$ cat config.mk
export PLATFORM = sky130hd
export DESIGN_NAME = kway_min_heap_merger_core
export DESIGN_NICKNAME = d
export VERILOG_FILES = /design/src/rtl/core/kwmh_pkg.sv /design/src/rtl/core/kwmh_datapath.sv /design/src/rtl/core/kwmh_ctrl.sv /design/src/rtl/core/kway_min_heap_merger_core.sv
export SDC_FILE = /design/constraint.sdc
export NUM_CORES = 2
export LEC_CHECK = 0
export BUFFER_PORTS_ARGS = -buffer_cell sky130_fd_sc_hd__buf_2
export CORE_MARGIN = 8
export CORE_UTILIZATION = 65
export CTS_BUF_LIST = sky130_fd_sc_hd__clkbuf_16
export CTS_CLUSTER_SIZE = 10
export DETAILED_ROUTE_END_ITERATION = 12
export GPL_TIMING_DRIVEN = 0
export PLACE_DENSITY = 0.82
export SLEW_MARGIN = 5
export SYNTH_ARGS = -nofsm -noshare
export SYNTH_HDL_FRONTEND = slang
export SYNTH_HIERARCHICAL = 1
export SYNTH_SLANG_ARGS = --single-unit
$ cat constraint.sdc
create_clock -name i_clk -period 11.3 [get_ports i_clk]
set_clock_uncertainty 0.2 [all_clocks]
set_input_delay 2.26 -clock i_clk [delete_from_list [all_inputs] [get_ports i_clk]]
set_output_delay 2.26 -clock i_clk [all_outputs]
set_load 0.005 [all_outputs]
$ cat src/rtl/core/kwmh_pkg.sv
// kwmh_pkg: shared types, codes and the ordering function for the k-way heap merger
`timescale 1ns / 1ps

package kwmh_pkg;

    // fixed field widths
    localparam int VALUE_BITS = 32;
    localparam int SRC_BITS   = 4;
    localparam int CFG_BITS   = 5;

    // result kind codes
    localparam logic KIND_ELEMENT  = 1'b0;
    localparam logic KIND_FINISHED = 1'b1;

    // input transfer payload
    typedef struct packed {
        logic [SRC_BITS-1:0]          source;
        logic signed [VALUE_BITS-1:0] value;
        logic                         exhausted;
    } t_in_item;

    // output transfer payload
    typedef struct packed {
        logic                         kind;
        logic signed [VALUE_BITS-1:0] value_res;
        logic [SRC_BITS-1:0]          source_res;
    } t_out_item;

    // one heap slot
    typedef struct packed {
        logic signed [VALUE_BITS-1:0] value;
        logic [SRC_BITS-1:0]          source;
    } t_entry;

    // datapath micro-operations issued by the controller
    typedef enum logic [3:0] {
        OP_NONE,
        OP_TAKE,
        OP_PUSH_START,
        OP_UP_RD,
        OP_UP_CMP,
        OP_PHASE,
        OP_POP_RD,
        OP_POP_TOP,
        OP_DN_RD,
        OP_DN_CMP,
        OP_EMIT
    } t_dp_op;

    // datapath status back to the controller
    typedef struct packed {
        logic push_ok;
        logic idx_zero;
        logic up_less;
        logic merging;
        logic load_more;
        logic heap_empty;
        logic dn_done;
        logic out_free;
    } t_dp_status;

    // heap order: smaller signed value first, ties to the lower source
    function automatic logic pair_less(input t_entry a, input t_entry b);
        logic lt;
        if ($signed(a.value) != $signed(b.value)) begin
            lt = $signed(a.value) < $signed(b.value);
        end else begin
            lt = a.source < b.source;
        end
        return lt;
    endfunction

endpackage

$ cat src/rtl/core/kwmh_datapath.sv
// kwmh_datapath: heap memory, sift registers, merge counters and output register
`timescale 1ns / 1ps

module kwmh_datapath #(
    parameter int MAX_SOURCES = 16
) (
    input  logic                             i_clk,
    input  logic                             i_rst_n,
    input  kwmh_pkg::t_dp_op                 i_op,
    output kwmh_pkg::t_dp_status             o_status,
    input  kwmh_pkg::t_in_item               i_in_item,
    input  logic                             i_cfg_valid,
    input  logic [kwmh_pkg::CFG_BITS-1:0]    i_cfg_data,
    output logic                             o_out_valid,
    input  logic                             i_out_stall,
    output kwmh_pkg::t_out_item              o_out_item
);

    import kwmh_pkg::*;

    localparam int ADDR_W = $clog2(MAX_SOURCES);
    localparam int CNT_W  = $clog2(MAX_SOURCES + 1);
    localparam int IDX_W  = ADDR_W + 2;

    // heap storage and registered read ports
    t_entry r_heap [MAX_SOURCES];
    t_entry r_rd_a;
    t_entry r_rd_b;

    // sift state
    t_entry              r_item;
    logic                r_exhausted;
    logic [ADDR_W-1:0]   r_idx;

    // merge control state
    logic [CNT_W-1:0]    r_count;
    logic [CFG_BITS-1:0] r_loaded;
    logic [CFG_BITS-1:0] r_num_sources;
    logic                r_merging;

    // result staging and output register
    t_out_item           r_res;
    t_out_item           r_out_item;
    logic                r_out_valid;

    logic [CFG_BITS-1:0] eff_sources;
    logic [CFG_BITS:0]   loaded_next;
    logic [ADDR_W-1:0]   parent;
    logic [IDX_W-1:0]    child_l;
    logic [IDX_W-1:0]    child_r;
    logic [CNT_W-1:0]    count_dec;
    logic                l_ok;
    logic                r_ok;
    logic                take_l;
    logic                take_r;
    t_entry              best_lr;
    logic                push_ok;
    logic                up_less;
    logic                out_free;

    logic [ADDR_W-1:0]   rd_addr_a;
    logic [ADDR_W-1:0]   rd_addr_b;
    logic                wr_en;
    logic [ADDR_W-1:0]   wr_addr;
    t_entry              wr_data;

    // source count clamped into the legal range
    always_comb begin
        if (r_num_sources == '0) begin
            eff_sources = CFG_BITS'(1);
        end else if (int'(r_num_sources) > MAX_SOURCES) begin
            eff_sources = CFG_BITS'(MAX_SOURCES);
        end else begin
            eff_sources = r_num_sources;
        end
    end

    // index arithmetic and compares
    assign loaded_next = {1'b0, r_loaded} + (CFG_BITS + 1)'(1);
    assign parent      = (r_idx - ADDR_W'(1)) >> 1;
    assign child_l     = {1'b0, r_idx, 1'b1};
    assign child_r     = child_l + IDX_W'(1);
    assign count_dec   = r_count - CNT_W'(1);
    assign l_ok        = child_l < IDX_W'(r_count);
    assign r_ok        = child_r < IDX_W'(r_count);
    assign take_l      = l_ok && pair_less(r_rd_a, r_item);
    assign best_lr     = take_l ? r_rd_a : r_item;
    assign take_r      = r_ok && pair_less(r_rd_b, best_lr);
    assign push_ok     = !r_exhausted && (r_count < CNT_W'(MAX_SOURCES));
    assign up_less     = pair_less(r_item, r_rd_a);
    assign out_free    = !r_out_valid || !i_out_stall;

    // status to the controller
    always_comb begin
        o_status.push_ok    = push_ok;
        o_status.idx_zero   = (r_idx == '0);
        o_status.up_less    = up_less;
        o_status.merging    = r_merging;
        o_status.load_more  = loaded_next < {1'b0, eff_sources};
        o_status.heap_empty = (r_count == '0);
        o_status.dn_done    = !take_l && !take_r;
        o_status.out_free   = out_free;
    end

    // memory address and write selection
    always_comb begin
        rd_addr_a = '0;
        rd_addr_b = '0;
        wr_en     = 1'b0;
        wr_addr   = r_idx;
        wr_data   = r_item;
        case (i_op)
            OP_UP_RD: begin
                rd_addr_a = parent;
                wr_en     = (r_idx == '0);
            end
            OP_UP_CMP: begin
                wr_en   = 1'b1;
                wr_data = up_less ? r_rd_a : r_item;
            end
            OP_POP_RD: begin
                rd_addr_b = count_dec[ADDR_W-1:0];
            end
            OP_DN_RD: begin
                rd_addr_a = child_l[ADDR_W-1:0];
                rd_addr_b = child_r[ADDR_W-1:0];
            end
            OP_DN_CMP: begin
                wr_en   = 1'b1;
                wr_data = take_r ? r_rd_b : best_lr;
            end
            default: begin
            end
        endcase
    end

    // heap memory: one write port, two registered read ports
    always_ff @(posedge i_clk) begin
        if (wr_en) begin
            r_heap[wr_addr] <= wr_data;
        end
        r_rd_a <= r_heap[rd_addr_a];
        r_rd_b <= r_heap[rd_addr_b];
    end

    // control state: counts, phase, source count, output valid
    always_ff @(posedge i_clk) begin
        if (!i_rst_n) begin
            r_count       <= '0;
            r_loaded      <= '0;
            r_merging     <= 1'b0;
            r_num_sources <= CFG_BITS'(16);
            r_out_valid   <= 1'b0;
        end else begin
            if (i_cfg_valid) begin
                r_num_sources <= i_cfg_data;
            end
            case (i_op)
                OP_PUSH_START: begin
                    if (push_ok) begin
                        r_count <= r_count + CNT_W'(1);
                    end
                end
                OP_PHASE: begin
                    if (!r_merging) begin
                        if (o_status.load_more) begin
                            r_loaded <= loaded_next[CFG_BITS-1:0];
                        end else begin
                            r_merging <= 1'b1;
                        end
                    end
                end
                OP_POP_RD: begin
                    if (r_count == '0) begin
                        r_merging <= 1'b0;
                        r_loaded  <= '0;
                    end else begin
                        r_count <= count_dec;
                    end
                end
                default: begin
                end
            endcase
            if (i_op == OP_EMIT && out_free) begin
                r_out_valid <= 1'b1;
            end else if (!i_out_stall) begin
                r_out_valid <= 1'b0;
            end
        end
    end

    // payload registers
    always_ff @(posedge i_clk) begin
        case (i_op)
            OP_TAKE: begin
                r_item.value  <= i_in_item.value;
                r_item.source <= i_in_item.source;
                r_exhausted   <= i_in_item.exhausted;
            end
            OP_PUSH_START: begin
                r_idx <= r_count[ADDR_W-1:0];
            end
            OP_UP_CMP: begin
                if (up_less) begin
                    r_idx <= parent;
                end
            end
            OP_POP_RD: begin
                if (r_count == '0) begin
                    r_res.kind       <= KIND_FINISHED;
                    r_res.value_res  <= '0;
                    r_res.source_res <= '0;
                end
            end
            OP_POP_TOP: begin
                r_res.kind       <= KIND_ELEMENT;
                r_res.value_res  <= r_rd_a.value;
                r_res.source_res <= r_rd_a.source;
                r_item           <= r_rd_b;
                r_idx            <= '0;
            end
            OP_DN_CMP: begin
                if (take_r) begin
                    r_idx <= child_r[ADDR_W-1:0];
                end else if (take_l) begin
                    r_idx <= child_l[ADDR_W-1:0];
                end
            end
            OP_EMIT: begin
                if (out_free) begin
                    r_out_item <= r_res;
                end
            end
            default: begin
            end
        endcase
    end

    assign o_out_valid = r_out_valid;
    assign o_out_item  = r_out_item;

    // heap never holds more than its depth
    a_count_bound: assert property (@(posedge i_clk) disable iff (!i_rst_n)
        r_count <= CNT_W'(MAX_SOURCES))
        else $error("heap count above depth");

    // a pop from a non-empty heap removes exactly one entry
    a_pop_count: assert property (@(posedge i_clk) disable iff (!i_rst_n)
        (i_op == OP_POP_RD && r_count != '0) |=> (r_count == $past(r_count) - CNT_W'(1)))
        else $error("pop did not decrement heap count");

    // a pop of an empty heap stages a finished result and ends the merge
    a_finish: assert property (@(posedge i_clk) disable iff (!i_rst_n)
        (i_op == OP_POP_RD && r_count == '0) |=> (r_res.kind == KIND_FINISHED && !r_merging))
        else $error("empty pop did not finish the merge");

endmodule

$ cat src/rtl/core/kwmh_ctrl.sv
// kwmh_ctrl: sequencer for load, sift-up push, pop and sift-down of the heap
`timescale 1ns / 1ps

module kwmh_ctrl (
    input  logic                 i_clk,
    input  logic                 i_rst_n,
    input  logic                 i_in_valid,
    output logic                 o_in_stall,
    input  kwmh_pkg::t_dp_status i_status,
    output kwmh_pkg::t_dp_op     o_op
);

    import kwmh_pkg::*;

    typedef enum logic [3:0] {
        S_IDLE,
        S_PUSH,
        S_UP_RD,
        S_UP_CMP,
        S_PHASE,
        S_POP_RD,
        S_POP_TOP,
        S_DN_RD,
        S_DN_CMP,
        S_EMIT
    } t_state;

    t_state r_state;
    t_state n_state;
    logic   r_in_stall;

    // next state from datapath status
    always_comb begin
        n_state = r_state;
        case (r_state)
            S_IDLE:    if (i_in_valid) begin
                n_state = S_PUSH;
            end
            S_PUSH:    n_state = i_status.push_ok ? S_UP_RD : S_PHASE;
            S_UP_RD:   n_state = i_status.idx_zero ? S_PHASE : S_UP_CMP;
            S_UP_CMP:  n_state = i_status.up_less ? S_UP_RD : S_PHASE;
            S_PHASE: begin
                if (!i_status.merging && i_status.load_more) begin
                    n_state = S_IDLE;
                end else begin
                    n_state = S_POP_RD;
                end
            end
            S_POP_RD:  n_state = i_status.heap_empty ? S_EMIT : S_POP_TOP;
            S_POP_TOP: n_state = i_status.heap_empty ? S_EMIT : S_DN_RD;
            S_DN_RD:   n_state = S_DN_CMP;
            S_DN_CMP:  n_state = i_status.dn_done ? S_EMIT : S_DN_RD;
            S_EMIT:    if (i_status.out_free) begin
                n_state = S_IDLE;
            end
            default:   n_state = S_IDLE;
        endcase
    end

    // micro-operation for the current state
    always_comb begin
        case (r_state)
            S_IDLE:    o_op = i_in_valid ? OP_TAKE : OP_NONE;
            S_PUSH:    o_op = OP_PUSH_START;
            S_UP_RD:   o_op = OP_UP_RD;
            S_UP_CMP:  o_op = OP_UP_CMP;
            S_PHASE:   o_op = OP_PHASE;
            S_POP_RD:  o_op = OP_POP_RD;
            S_POP_TOP: o_op = OP_POP_TOP;
            S_DN_RD:   o_op = OP_DN_RD;
            S_DN_CMP:  o_op = OP_DN_CMP;
            S_EMIT:    o_op = OP_EMIT;
            default:   o_op = OP_NONE;
        endcase
    end

    // state and registered input stall
    always_ff @(posedge i_clk) begin
        if (!i_rst_n) begin
            r_state    <= S_IDLE;
            r_in_stall <= 1'b0;
        end else begin
            r_state    <= n_state;
            r_in_stall <= (n_state != S_IDLE);
        end
    end

    assign o_in_stall = r_in_stall;

    // stall is low exactly in idle
    a_stall_idle: assert property (@(posedge i_clk) disable iff (!i_rst_n)
        o_in_stall == (r_state != S_IDLE))
        else $error("input stall out of step with state");

    // an accepted transfer starts a push
    a_take_push: assert property (@(posedge i_clk) disable iff (!i_rst_n)
        (r_state == S_IDLE && i_in_valid) |=> (r_state == S_PUSH && o_in_stall))
        else $error("accepted transfer did not start a push");

    // a result waits while the output register is held
    a_emit_hold: assert property (@(posedge i_clk) disable iff (!i_rst_n)
        (r_state == S_EMIT && !i_status.out_free) |=> (r_state == S_EMIT))
        else $error("result left while output register busy");

endmodule

$ cat src/rtl/core/kway_min_heap_merger_core.sv
// kway_min_heap_merger_core: top level of the k-way merger, sequencer plus heap datapath
// An input transfer is latched, pushed if not exhausted and sifted up level by level; while
// sources still load the next transfer is taken, else the top entry is popped, the last
// entry sinks level by level and the result is staged in the output register. One item at a
// time; input stalls over the sift in the one-write, two-read heap memory and a held output.
// Reset (synchronous, active low): heap empty, load phase, 16 sources, no result pending.
`timescale 1ns / 1ps

module kway_min_heap_merger_core #(
    parameter int MAX_SOURCES = 16
) (
    input  logic                          i_clk,
    input  logic                          i_rst_n,
    input  logic                          i_in_valid,
    output logic                          o_in_stall,
    input  kwmh_pkg::t_in_item            i_in_item,
    output logic                          o_out_valid,
    input  logic                          i_out_stall,
    output kwmh_pkg::t_out_item           o_out_item,
    input  logic                          i_cfg_valid,
    output logic                          o_cfg_ready,
    input  logic [kwmh_pkg::CFG_BITS-1:0] i_cfg_data
);

    import kwmh_pkg::*;

    t_dp_op     dp_op;
    t_dp_status dp_status;

    // source count register always takes a write
    assign o_cfg_ready = 1'b1;

    // sequencer
    kwmh_ctrl u_ctrl (
        .i_clk      (i_clk),
        .i_rst_n    (i_rst_n),
        .i_in_valid (i_in_valid),
        .o_in_stall (o_in_stall),
        .i_status   (dp_status),
        .o_op       (dp_op)
    );

    // heap datapath
    kwmh_datapath #(
        .MAX_SOURCES (MAX_SOURCES)
    ) u_datapath (
        .i_clk       (i_clk),
        .i_rst_n     (i_rst_n),
        .i_op        (dp_op),
        .o_status    (dp_status),
        .i_in_item   (i_in_item),
        .i_cfg_valid (i_cfg_valid && o_cfg_ready),
        .i_cfg_data  (i_cfg_data),
        .o_out_valid (o_out_valid),
        .i_out_stall (i_out_stall),
        .o_out_item  (o_out_item)
    );

endmodule
==> run metrics <==
outcome completed; DRT Wirelength 114000 um; # DRC 0; initial antenna violation count 4; Die ar. 64700 um^2; row count 87; Largest delay share family, worst path compound AO/OA/AOI/OAI gates; critical path depth 23; number of global-route vias before repair 27000; layout cells sized above 1 14.7%; Cell Pwr Density 195 nW/um^2; cts bufs inserted 90; Hold Vio Cnt, Final 0; Main synth FF type edfxtp_1; Antenna Nets Post-Route 0; Max Fanout on Critical Path 10; cell area after synthesis 36900 um^2; Max Freq 113 MHz; simple-gate share of the synthesized area 12.0%; top area cells in the synthesized netlist edfxtp_1 56%, mux4_2 8.8%, dfxtp_1 5.1%, nand2_1 4.6%, ha_1 3.1%; CP max stage delay 1090 ps; kind of critical path flip-flop to flip-flop; hold_ws 205 ps; DR pass1 iterations 7; worst slack, placed 2690 ps; clk slew on worst S/H paths 60 ps; CP Cell Sequence inv_1 -> ha_1 -> nand4_1 -> nor4b_1 -> a221o_1 -> a211oi_2 -> o21ai_1 -> clkbuf_1 -> a21oi_1 -> ha_1 -> nand4_1 -> a211oi_1 -> o21ai_0 -> a2111oi_0 -> or4b_1 -> nand2_1 -> clkbuf_1 -> nor3_1 -> nor4b_1 -> a31oi_1 -> o32ai_1 -> a2111o_1 -> o41a_1; Post-Syn Area per Cell 12.9 um^2; top-count cell post-synth edfxtp_1; fraction of synthesized area in multiplexers 9.89%; xor and xnor area share after synthesis 0.356%; DR iter-0 viols 3878; Worst setup EP type flip-flop; Fill cells 3583; most frequent cells after synthesis 691 x edfxtp_1, 449 x nand2_1, 207 x nor2_1, 167 x nand3_1, 146 x clkbuf_1; # IOs 87; Die Y 254 um; GRT overflow 0; number of I/O port buffers 84; compound-cell area share of the yosys netlist 10.0%; placed cell areas 38800 um^2; first-pass GRT wire length 167000 um; Worst EP required 11600 ps; Placer Congestion 0.947; Post-Synthesis Cells 2871; EDFF count, synth 691; share of the synthesized area in the top cell type 56.2%; placeable core area 56300 um^2; clock buffer depth 3; H-tree Lvls 3; final setup margin 2480 ps; MaxCap Viol Count 0; post-CTS setup repair buffer count 0; vias per inst 6.89; Worst Path Arrival 9120 ps; hold buffer count at CTS 0; ys async rst share 0%; Area Overhead vs Synth 11.8%; Die X 254 um; Yosys cell types 72; unrepaired setup endpoints after global routing no; DR WL/cell 29.3 um; # setup viols final 0; static leakage 14.0 nW; Worst Max-Slew Pin Slew 1410 ps; CTS tree yes; Max Slew Vio Count 0; clock period minus worst slack 8820 ps; total track usage 35.0%; Slowest cell on crit path a2111oi_0; clk_lat worst skew 640 ps; post-synthesis sequential area ratio 61.3%; pin count of the biggest net entering global routing 38; detailed placer's ending HPWL 81400 um; Worst Hold Class flip-flop to flip-flop; Nets 3206; adder-cell share of the synthesized area 3.08%; slew margin rel. 5.67%; crit path launch type flip-flop; worst vdd ir 0.161 mV; Final Power 8.05 mW; Synth Net Count 3009; Hold Path Stages 0; CTS Sinks 785; DR vias 26700; Register-to-Register Path Depth 23; dominant cell type by area after synthesis edfxtp_1; main combinational cell family by area after synthesis simple AND/OR/NAND/NOR gates; Yosys reg bits 785; Warnings, synthesis 6; Setup TNS 0 ps; Initial Util 65.7%; Worst Path Buf+Inv 3; CTS-repair resized insts 0; Tcrit/Tclk final 78.0%; Root Buffer clkbuf_16; Finished Cell Area 41300 um^2
sequential cells by signal, indices dropped and copies added, names as in the netlist:
name / cells
u_datapath/r_num_sources: 5
u_datapath/r_rd_b: 36
u_datapath/r_rd_a: 36
u_datapath/r_item: 36
u_datapath/r_merging: 1
u_datapath/r_res: 37
u_ctrl/o_in_stall: 1
u_ctrl/r_state: 4
u_datapath/r_count: 5
u_datapath/r_exhausted: 1
u_datapath/r_loaded: 5
u_datapath/r_heap: 576
u_datapath/r_idx: 4
u_datapath/o_out_valid: 1
u_datapath/o_out_item: 37
layer usage:
metal | up-vias | GRT usage, % | routed length [um]
met5 | - | 0 | 42
met4 | 6 | 16.1 | 5000
met3 | 386 | 11.5 | 16800
met2 | 2175 | 54.4 | 51900
met1 | 12800 | 44.8 | 40000
li1 | 11300 | - | -
through the flow:
step / util, % / instances
5_1_grt: 73.4 / 3872
3_5_place_dp: 68.9 / 3732
3_3_place_gp: 68.1 / 3711
6_report: 73.4 / 3875
4_1_cts: 73.3 / 3872
2_1_floorplan: - / 2871
path summary, 6_finish.rpt:
path                                                          from                                  end  slack [ps]
worst max register to register       u_datapath/r_rd_a[18]$_DFF_P_         u_ctrl/o_in_stall$_SDFF_PN0_        2480
worst max-delay path                 u_datapath/r_rd_a[18]$_DFF_P_         u_ctrl/o_in_stall$_SDFF_PN0_        2480
worst min-delay path            u_datapath/r_res[29]$_SDFFCE_PN0P_  u_datapath/o_out_item[29]$_DFFE_PP_         200
worst min register to register  u_datapath/r_res[29]$_SDFFCE_PN0P_  u_datapath/o_out_item[29]$_DFFE_PP_         200
power breakdown:
part / internal [mW] / switching, mW / total (mW) / leakage (nW)
Sequential: 3.50 / 0.103 / 3.61 / 6.97
Clock: 1.42 / 1.11 / 2.53 / 1.37
Combinational: 0.551 / 1.36 / 1.91 / 5.70
Total: 5.48 / 2.57 / 8.05 / 14.0
layout by cell type (no fill, tap or decap), types with 6 or more instances in the layout:
cell type	n
edfxtp_1	691
nand2_1	448
nor2_1	206
nand3_1	167
clkbuf_1	146
mux4_2	144
inv_1	131
a211oi_1	113
buf_2	111
dfxtp_1	94
ha_1	91
clkbuf_16	90
and2_1	82
o211ai_1	79
a31oi_1	75
a21oi_1	68
mux2i_1	40
a311oi_1	37
o221ai_2	34
o21ai_0	28
buf_1	21
nand4_1	17
and2_2	15
nor3_1	14
buf_12	14
nor2b_1	12
buf_4	10
a21o_1	9
xnor2_1	9
buf_6	8
nand2b_1	7
xor2_1	6
and3_1	6
area by class of cell:
| class | instances | area [um^2] | share of cell area (%) |
|---|---|---|---|
| multi-input combinational | 1785 | 13200 | 31.8 |
| clock inverter | 50 | 254 | 0.615 |
| clock buffer | 90 | 2250 | 5.45 |
| sequential | 785 | 22600 | 54.8 |
| tap | 756 | 946 | 2.29 |
| timing repair buffer | 105 | 817 | 1.98 |
| buffer | 208 | 893 | 2.16 |
| inverter | 93 | 349 | 0.845 |
| antenna | 3 | 7.51 | 0.0182 |
logic make-up (layout without fill, tap and decap cells):
group,Yosys count,after routing
AOI/OAI and AO/OA,493,493
xor gates and xnor gates,15,15
adders and majority gates,91,91
buffers and inverters,301,546
DFF,785,785
muxes,185,185
other,1,4
and+or+nand+nor,1000,1000
worst reg2reg max path, stage by stage (launching register included):
cell	delay (ps)
dfxtp_1	330
inv_1	120
ha_1	370
nand4_1	160
nor4b_1	1000
a221o_1	430
a211oi_2	130
o21ai_1	710
clkbuf_1	470
a21oi_1	150
ha_1	340
nand4_1	180
a211oi_1	210
o21ai_0	200
a2111oi_0	1090
or4b_1	280
nand2_1	180
clkbuf_1	340
nor3_1	610
nor4b_1	110
a31oi_1	170
o32ai_1	140
a2111o_1	320
o41a_1	430
No activity file was read; power rests on OpenSTA's default activity.
